`src/hdl/packet_attribute_histogram_core_defines.svh`:
```
// Assertion macros for the packet attribute histogram core.
// Used by the top level only; no other dependencies.
`ifndef PACKET_ATTRIBUTE_HISTOGRAM_CORE_DEFINES_SVH
`define PACKET_ATTRIBUTE_HISTOGRAM_CORE_DEFINES_SVH

`ifndef ASSERT_OFF
// Property checked on every rising clock edge outside reset
`define PAH_ASSERT(label, prop, msg) \
   label: assert property (@(posedge clock) disable iff (reset) (prop)) else $error(msg);
// Property checked on every rising clock edge, reset included
`define PAH_ASSERT_ALWAYS(label, prop, msg) \
   label: assert property (@(posedge clock) (prop)) else $error(msg);
`else
`define PAH_ASSERT(label, prop, msg)
`define PAH_ASSERT_ALWAYS(label, prop, msg)
`endif

`endif

```
`src/hdl/pah_pkg.sv`:
```
// Shared types and constants of the packet attribute histogram core.
// No dependencies.
`default_nettype none

package pah_pkg;

   // Bin index width: covers read_bin and every bin the modes can produce
   localparam int BIN_W = 11;
   localparam int CNT_W = 32;

   typedef enum logic [1:0] {
      MODE_SIZE      = 2'd0,
      MODE_DIRECTION = 2'd1,
      MODE_FREQUENCY = 2'd2,
      MODE_OFFSET    = 2'd3
   } mode_type;

   typedef enum logic [1:0] {
      OP_OBSERVE = 2'd0,
      OP_READ    = 2'd1,
      OP_CLEAR   = 2'd2
   } opcode_type;

   // Bin selection handed from the bin mapper to the core
   typedef struct packed {
      logic             count;     // observation adds to a bin
      logic             in_range;  // bin lies inside the store
      logic [BIN_W-1:0] bin;
   } bin_sel_type;

endpackage

`default_nettype wire

```
`src/hdl/pah_bin_map.sv`:
```
// Maps one transaction onto a histogram bin according to the attribute mode.
// Depends on pah_pkg.
`default_nettype none

module pah_bin_map
   import pah_pkg::*;
#(
   parameter int NUM_BINS      = 2048,
   parameter int SIZE_LIMIT    = 1500,
   parameter int OFFSET_WINDOW = 128
) (
   input  wire mode_type          mode,
   input  wire opcode_type        opcode,
   input  wire logic [7:0]        data_byte,
   input  wire logic [15:0]       byte_position,
   input  wire logic              first_of_packet,
   input  wire logic [15:0]       packet_length,
   input  wire logic              direction,
   input  wire logic [BIN_W-1:0]  read_bin,
   output bin_sel_type            sel
);

   localparam logic [15:0] SIZE_CAP = 16'(SIZE_LIMIT - 1);

   logic [BIN_W-1:0] obs_bin;
   logic             obs_hit;
   logic [BIN_W-1:0] pick_bin;

   // Bin and eligibility of an observed byte
   always_comb begin
      obs_bin = '0;
      obs_hit = 1'b0;
      unique case (mode)
         MODE_SIZE: begin
            obs_hit = first_of_packet;
            obs_bin = (packet_length >= 16'(SIZE_LIMIT)) ? BIN_W'(SIZE_CAP)
                                                        : BIN_W'(packet_length);
         end
         MODE_DIRECTION: begin
            obs_hit = first_of_packet;
            obs_bin = BIN_W'(direction);
         end
         MODE_FREQUENCY: begin
            obs_hit = 1'b1;
            obs_bin = BIN_W'(data_byte);
         end
         MODE_OFFSET: begin
            // even bin for a nonzero byte, odd bin for a zero byte
            obs_hit = (byte_position < 16'(OFFSET_WINDOW));
            obs_bin = {byte_position[BIN_W-2:0], ~|data_byte};
         end
         default: begin
            obs_hit = 1'b0;
            obs_bin = '0;
         end
      endcase
   end

   assign pick_bin     = (opcode == OP_READ) ? read_bin : obs_bin;
   assign sel.bin      = pick_bin;
   assign sel.in_range = (int'(pick_bin) < NUM_BINS);
   assign sel.count    = (opcode == OP_OBSERVE) && obs_hit && sel.in_range;

endmodule

`default_nettype wire

```
`config.mk`:
```
export PLATFORM = sky130hd
export DESIGN_NAME = pah_bin_map
export DESIGN_NICKNAME = d
export VERILOG_FILES = /design/src/hdl/packet_attribute_histogram_core_defines.svh /design/src/hdl/pah_pkg.sv /design/src/hdl/pah_bin_map.sv
export SDC_FILE = /design/constraint.sdc
export NUM_CORES = 1
export LEC_CHECK = 0
export BUFFER_PORTS_ARGS = -buffer_cell sky130_fd_sc_hd__buf_2
export CORE_MARGIN = 4
export CORE_UTILIZATION = 28
export DETAILED_ROUTE_END_ITERATION = 8
export PLACE_DENSITY = 0.84
export SYNTH_ARGS = -nofsm -noshare
export SYNTH_HDL_FRONTEND = slang
export SYNTH_SLANG_ARGS = --single-unit
```
`constraint.sdc`:
```
create_clock -name vclk -period 0.9
set_input_delay 0.09 -clock vclk [all_inputs]
set_output_delay 0.09 -clock vclk [all_outputs]
set_load 0.01 [all_outputs]
```
# ---- Word-level counts from Yosys, hierarchy flattened
# Cells that the tools add are included.
dict set report totals {
  reg_bits 0
  out_inout_bits 13
}
dict set report classes {
  order_cmp 2
  eq_ne 4
  n_mux 4
  reduce_logical 6
}
# op n
set ops {}
lappend ops {{$pmux 11 s4} 1}
lappend ops {{$mux 11} 2}
lappend ops {{$ge 16x11->1 const B} 1}
lappend ops {{$lt 16x8->1 const B} 1}
lappend ops {{$reduce_or 8->1} 1}
lappend ops {{$eq 2x1->1 const B} 2}
lappend ops {{$eq 2x2->1 const B} 2}
lappend ops {{$logic_not 2->1} 2}
lappend ops {{$pmux 1 s3} 1}
lappend ops {{$reduce_or 2->1} 1}
lappend ops {{$logic_and 1x1->1} 1}
lappend ops {{$logic_not 1->1} 1}

# ---- Longest topological paths before layout
# Gate-level depths: netlist of run 1.
dict set report logic_depth {
  ltp_word 4
  ltp_mapped 4
}

# ---- Least setup slack after synthesis of run 1
# Ideal clock, no wire load.
dict set report synth_timing {
  kind {input to output}
  from {input packet_length[15]}
  to {output sel[2] in the netlist's numbering}
  t_arrival_ns 0.970
  t_required_ns 0.810
  path_slack_ns -0.160
  path_stages 4
  n_path_buf 0
  path_cell_list {nor4_1 > nand2_1 > nor3_2 > a221o_1}
}
# element line_no
set synth_lines {}
lappend synth_lines {{start, declared} pah_bin_map.sv:17} ;# input wire logic [15:0] packet_length,
lappend synth_lines {{end, declared} pah_bin_map.sv:20} ;# output bin_sel_type sel

==> metrics, run 1 <==
status complete, but fails checks; violated checks setup timing; hold endpoint sel[12]; sequential area share after synthesis 0; CP Launch Type primary input; Synth Area per Inst a little over 6 um^2; CP Max Fanout 3; area delta synth->final 161%; Peak supply drop 0.305 mV; worst hold stages 3; Period Utilization, post-route 1.39; Mapped Cells 73; register area 0 um^2; Synth Warn # 0; post-synth cell types 23; multi-input logic area 563 um^2; fmax around 800 MHz; number of global-route vias before repair 889; drt via density roughly 5.4; hold_sp opcode[0]; CP arrival approximately 1.2 ns; Net Count, Synth 130; total grt overflow 0; Nets between 200 and 250; Min Clock Period, post-route between 1 and 1.5 ns; WL/cell approximately 16 um; overall power 0.558 mW; count of final max-slew check failures 0; Core ar. ~1500 um^2; CP Capture Type output port; share of layout cells above drive strength 1 0.725; required time of the critical path around 0.81 ns; GP Congestion between 0.8 and 0.9; Seq cells 0; Filler Cell Count between 100 and 150; via count around 950; drt drc 0; MaxCap Viol Count 0; critical path class in2out; netlist area before placement between 400 and 500 um^2; clock buf count 0; Die ar. approximately 2300 um^2; starting density of the core 0.296; Fin Setup TNS -3.25 ns; final wirelength 2.76 mm; setup ws final -0.353 ns; Hold Fails Final Rpt 0; port bufs 69; Finish-stage setup viols 12; antenna diode instance count 0; RSZ-0062 raised after global routing true; Pwr Density 473 nW/um^2; Boundary Pins 70; Post-Place Setup Slack -0.388 ns; largest net degree at the start of global routing 11; Lkg Pwr 0.587 nW; die height slightly below 50 um; die width roughly 48 um; GRT Util Overall 0.219; hpwl dp roughly 2.1 mm; DR iter-0 viols 12; DR pass1 iterations 4; first-pass GRT wire length approximately 3.8 mm; initial antenna violation count 0; row count 14; min-delay worst type in2out; Antenna Nets Post-Route 0
[power by group]
group          switching (mW)  internal, mW  total, mW
Sequential                  0             0          0
Combinational           0.254         0.304      0.558
Clock                       0             0          0
Total                   0.254         0.304      0.558
[synthesized netlist by cell type]
| library cell | instances | area (um^2) |
|---|---|---|
| clkbuf_1 | 2 | 7.51 |
| nand2_1 | 9 | 33.8 |
| nor3_1 | 4 | 20.0 |
| buf_4 | 1 | 7.51 |
| mux2_2 | 2 | 22.5 |
| nor2_1 | 10 | 37.5 |
| buf_2 | 1 | 5.00 |
| nand2b_1 | 2 | 12.5 |
| a21oi_1 | 8 | 40.0 |
| a31oi_1 | 4 | 25.0 |
| o21ai_0 | 5 | 25.0 |
| nor4_4 | 1 | 21.3 |
| a221o_1 | 3 | 30.0 |
| nor2b_1 | 1 | 6.26 |
| a221oi_2 | 1 | 15.0 |
| nor3b_1 | 1 | 7.51 |
| nor4_1 | 5 | 31.3 |
| conb_1 | 1 | 3.75 |
| o221ai_1 | 3 | 26.3 |
| nor3_2 | 1 | 10.0 |
| nand4_1 | 1 | 6.26 |
| inv_1 | 2 | 7.51 |
| mux2i_1 | 5 | 50.1 |
[layout make-up]
| type | instances | share of cell area |
|---|---|---|
| Inverter | 2 | 0.00636 |
| Multi-Input combinational cell | 67 | 0.477 |
| Tap cell | 16 | 0.0169 |
| Timing Repair Buffer | 91 | 0.500 |
[layer usage]
metal | GRT usage | part of all wire | wire length (um)
met5 | 0 | 0 | 0
met4 | 0.00538 | 0.0076 | 21
met2 | 0.448 | 0.61 | 1670
met1 | 0.255 | 0.32 | 891
met3 | 0.0148 | 0.063 | 175
[cell families (layout without fill, tap and decap cells)]
logic type,Yosys count,count (layout),share of synthesized area
buffers and inverters,6,93,0.0609
AOI/OAI and AO/OA,24,24,0.357
other,1,1,0.00830
muxes,7,7,0.161
and+or+nand+nor,35,35,0.413
[worst max-delay path by stage]
stage / start / endpoint / slack [ns] / depth (start not counted)
2_1_floorplan: packet_length[15] / sel[2] / -0.13 / 4
3_3_place_gp: packet_length[10] / sel[9] / -0.36 / 6
3_5_place_dp: packet_length[15] / sel[3] / -0.39 / 7
4_1_cts: packet_length[3] / sel[9] / -0.37 / 6
5_1_grt: packet_length[15] / sel[9] / -0.42 / 6
6_report: packet_length[7] / sel[1] / -0.35 / 7
[critical path, stage by stage]
cell and delay (ns):
buf_8 0.09, nand2_8 0.05, nor4_4 0.34, buf_4 0.20
nor3_2 0.04, o221ai_1 0.18, buf_2 0.17
[placed cells by master (no fill, tap or decap), types with 2 or more instances in the layout]
cell type,n
a21oi_2,4
buf_2,60
o21ai_2,4
a31oi_1,2
a21oi_1,4
nor3_2,4
buf_4,21
buf_6,6
nand2_2,2
nor4_1,2
nand2b_1,2
o221ai_1,3
inv_1,2
mux2i_1,5
nor2_1,10
a221o_1,3
nand2_1,6
nor4_4,3
buf_8,3
[repair_timing]
action,in CTS,in global routing
endpoints found under the setup margin,12,12
resized for setup,28,14
hold buffers,0,0
pin swaps,14,3
buffers inserted,0,2
[through the flow]
step,cell area [um^2],hold WS (ns),utilization,cells
2_1_floorplan,499,0.214,-,73
5_1_grt,1180,0.480,0.775,176
3_3_place_gp,1010,0.452,0.665,175
6_report,1180,0.456,0.775,176
4_1_cts,1120,0.457,0.732,174
3_5_place_dp,1010,0.458,0.665,175
Power figures use the tool's default switching activity.
==> run 2, diff against run 1 <==
Settings changed: BUFFER_PORTS_ARGS -buffer_cell sky130_fd_sc_hd__buf_2 to default, CORE_UTILIZATION 28 to 34, DONT_BUFFER_PORTS from default to 1, PLACE_DENSITY 0.84 to 0.52.
==> run 2 against run 1 <==
  * The run still ends with setup timing left
  * First-iteration DRC count shrank 67%
  * Combinational power is 54% lower
  * Cell count down 48%
  * Critical path type unchanged
  * Largest power group unchanged
==> metrics, run 2 (same netlist as run 1, synthesis figures left out) <==
status complete, but fails checks; violated checks setup timing; min-delay worst type in2out; CP Capture Type output port; drt via density about 6.7; via count ~600; Die ar. slightly below 2000 um^2; Finish-stage setup viols 12; die height 44.5 um; Core ar. approximately 1200 um^2; area delta synth->final 49.3%; commonest cells after routing, fill and taps aside 10 x nor2_1, 7 x buf_4, 5 x nand2_1, 5 x mux2i_1; DP Area approximately 550 um^2; GRT Util Overall 0.174; initial antenna violation count 0; post-route cell area 674 um^2; port bufs 0; row count 12; starting density of the core 0.386; DR iter-0 viols 4; WL/cell between 20 and 25 um; Antenna Nets Post-Route 0; number of global-route vias before repair around 600; first-pass GRT wire length 2.71 mm; fmax around 940 MHz; Boundary Pins 70; MaxCap Viol Count 0; overall power 0.254 mW; antenna diode instance count 0; required time of the critical path between 0.8 and 0.9 ns; final wirelength roughly 1.8 mm; GP Congestion around 0.7; Pwr Density about 380 nW/um^2; clock buf count 0; setup ws final -0.169 ns; Fin Setup TNS -0.991 ns; Hold Buf Count CTS 0; CP Launch Type primary input; register area 0 um^2; largest net degree at the start of global routing 14; drt drc 0; count of final max-slew check failures 0; critical path class in2out; CP arrival a little under 1 ns; Lkg Pwr approximately 0.21 nW; Seq cells 0; Period Utilization, post-route 1.19; Hold Fails Final Rpt 0; Post-Place Setup Slack -0.214 ns; Nets 136; die width approximately 44 um; DR pass1 iterations 3; CP Max Fanout 4; commonest non-fill, non-tap cell in the layout nor2_1; Peak supply drop between 0.15 and 0.2 mV; Filler Cell Count roughly 130; hpwl dp roughly 1.5 mm; total grt overflow 0; RSZ-0062 raised after global routing true; share of layout cells above drive strength 1 0.455; Min Clock Period, post-route 1.07 ns
run 2: cell types whose count changed in the layout (fill, tap and decap cells not counted), moves of 2 or more:
cell	delta
buf_2	-60
buf_4	-14
o221ai_2	+3
o221ai_1	-3
nor3_2	-2
buf_6	-5
buf_8	-3
run 2: area by class of cell:
type                            count  area [um^2]  share of cell area
Tap cell                           14         17.5              0.0260
Timing Repair Buffer                8         63.8              0.0946
Inverter                            2         7.51              0.0111
Multi-Input combinational cell     67          586               0.868
run 2: layer usage:
layer	GRT usage	vias up	wire (um)
met4	0	0	0
met3	0.0366	0	237
met5	0	-	0
met2	0.328	43	959
li1	-	292	-
met1	0.211	274	634
run 2: report_power, final:
group,switching [mW],leakage (nW),internal (mW)
combinational,0.134,0.215,0.120
clock,0,0,0
sequential,0,0,0
total,0.134,0.215,0.120
run 2: metrics by stage:
stage / instances / util / hold slack [ns]
final: 91 / 0.576 / 0.216
after global routing: 91 / 0.576 / 0.217
after CTS: 91 / 0.557 / 0.218
after detailed placement: 90 / 0.468 / 0.218
after global placement: 90 / 0.468 / 0.217
after floorplan: 73 / - / 0.214
run 2: worst paths after layout:
check	startpoint	endpoint	slack, ns	cells after the start
setup / recovery	packet_length[7]	sel[0]	-0.17	5
hold / removal	opcode[1]	sel[12]	0.22	1
run 2: timing repair:
action                     in CTS  in global routing
pin swaps                       7                  2
setup endpoints to repair      12                 12
resized for setup              23                  4
buffers inserted                1                  0
run 2: worst max-delay path, cell delays in order:
cell and delay [ns]:
nand2_8 0.03, nor4_4 0.32, nor3_4 0.09, buf_4 0.15, a221oi_4 0.30
==> run 3, diff against run 2 <==
Settings changed: ABC_CLOCK_PERIOD_IN_PS from default to 900, SETUP_SLACK_MARGIN from default to 0.4.
==> run 3 against run 2 <==
  * The flow still finishes with violations (setup timing)
  * Hold slack got worse by 0.00071 ns
  * Maximum frequency up 0.46%
  * Power decreased by 0.12%
  * Core utilization stayed put
  * Critical path depth did not move
  * Combinational power about the same
  * Via count down 1.8%
  * Cell count stayed put
  * First-iteration DRC count rose by 25%
  * Worst setup slack improved by 0.0049 ns
  * Flip-flop and latch count unchanged
  * Largest cell class unchanged
  * Largest power group unchanged
==> metrics, run 3 (same netlist as run 1, synthesis figures left out) <==
register area 0 um^2; status complete, but fails checks; MaxCap Viol Count 0; RSZ-0062 raised after global routing true; share of layout cells above drive strength 1 0.455; Cell Chain, Critical Path nand2_8 > nor4_4 > nor3_4 > buf_4 > a221oi_4; worst hold stages 1; hold endpoint sel[12]; placed cells 90; count of final max-slew check failures 0; first-pass GRT wire length around 2.6 mm; WL/cell between 15 and 20 um; CP Launch Type primary input; Critical Path Max Stage Delay 0.31 ns; DR iter-0 viols 5; Finished Layout Cells 91; GRT Util Overall 0.168; area delta synth->final 49.3%; die width approximately 44 um; Boundary Pins 70; number of global-route vias before repair 615; slowest CP cell nor4_4; antenna diode instance count 0; Period Utilization, post-route 1.18; CP Capture Type output port; Crit path max-delay family simple AND/OR/NAND/NOR gates; Core ar. about 1200 um^2; largest net degree at the start of global routing 14; Pwr Density 377 nW/um^2; violated checks setup timing; Hold Fails Final Rpt 0; min-delay worst type in2out; Lkg Pwr 0.215 nW; required time of the critical path slightly above 0.8 ns; die height between 40 and 50 um; CP Max Fanout 4; Finish-stage setup viols 11; port bufs 0; CP arrival 0.97 ns; DP Area approximately 550 um^2; Fin Hold WS 0.216 ns; Min Clock Period, post-route around 1.1 ns; hpwl dp 1.48 mm; total grt overflow 0; setup ws final -0.164 ns; starting density of the core 0.386; Seq cells 0; hold_sp opcode[1]; GP Congestion a little over 0.7; initial antenna violation count 0; final wirelength ~1.8 mm; fmax roughly 940 MHz; Critical path buffers and inverters 1; via count around 600; critical path class in2out; post-route cell area 674 um^2; drt via density ~6.6; commonest cells after routing, fill and taps aside 10 x nor2_1, 7 x buf_4, 5 x nand2_1, 5 x mux2i_1; commonest non-fill, non-tap cell in the layout nor2_1; clock buf count 0; Antenna Nets Post-Route 0; Peak supply drop ~0.19 mV; Die ar. 1980 um^2; DR pass1 iterations 2; drt drc 0; row count 12; Nets between 100 and 150
-- run 3: cell counts in the layout (fill, tap and decap cells not counted) --
Identical to the previous run, type by type.
-- run 3: area by class of cell --
type | count | area [um^2]
repair buffers | 8 | 63.8
fillers | 125 | 497
inverters | 2 | 7.51
multi-input cells | 67 | 586
well taps | 14 | 17.5
-- run 3: power by group --
group	total [mW]	leakage [nW]	internal, mW	switching, mW
registers	0	0	0	0
logic	0.254	0.215	0.120	0.134
clock network	0	0	0	0
-- run 3: how the worst max path moves through the flow --
stage,startpoint,to,cells past startpoint
after CTS,packet_length[7],sel[0],5
after floorplan,packet_length[15],sel[2],4
final,packet_length[10],sel[0],5
after global placement,packet_length[15],sel[9],4
after detailed placement,packet_length[15],sel[9],4
after global routing,packet_length[10],sel[0],5
-- run 3: metrics by stage --
step                      TNS [ns]  utilization  power [mW]  setup slack [ns]
after detailed placement     -1.64        0.468       0.210            -0.216
after floorplan             -0.590            -       0.185            -0.129
after global placement       -1.59        0.468       0.208            -0.200
after CTS                    -1.22        0.541       0.242            -0.173
after global routing         -1.60        0.576       0.275            -0.223
final                       -0.978        0.576       0.254            -0.164
-- run 3: routing by layer --
metal | track usage | share of wire | up-vias
li1 | - | - | 291
met1 | 0.210 | 0.38 | 260
met2 | 0.305 | 0.48 | 47
met3 | 0.0407 | 0.14 | 0
met4 | 0 | 0 | 0
met5 | 0 | 0 | -
-- run 3: timing repair --
| item | CTS | global route |
|---|---|---|
| endpoints found under the setup margin | 12 | 12 |
| gates resized for setup | 17 | 10 |
| buffers inserted | 1 | 0 |
| hold buffers | 0 | 0 |
| pin swaps | 6 | 5 |
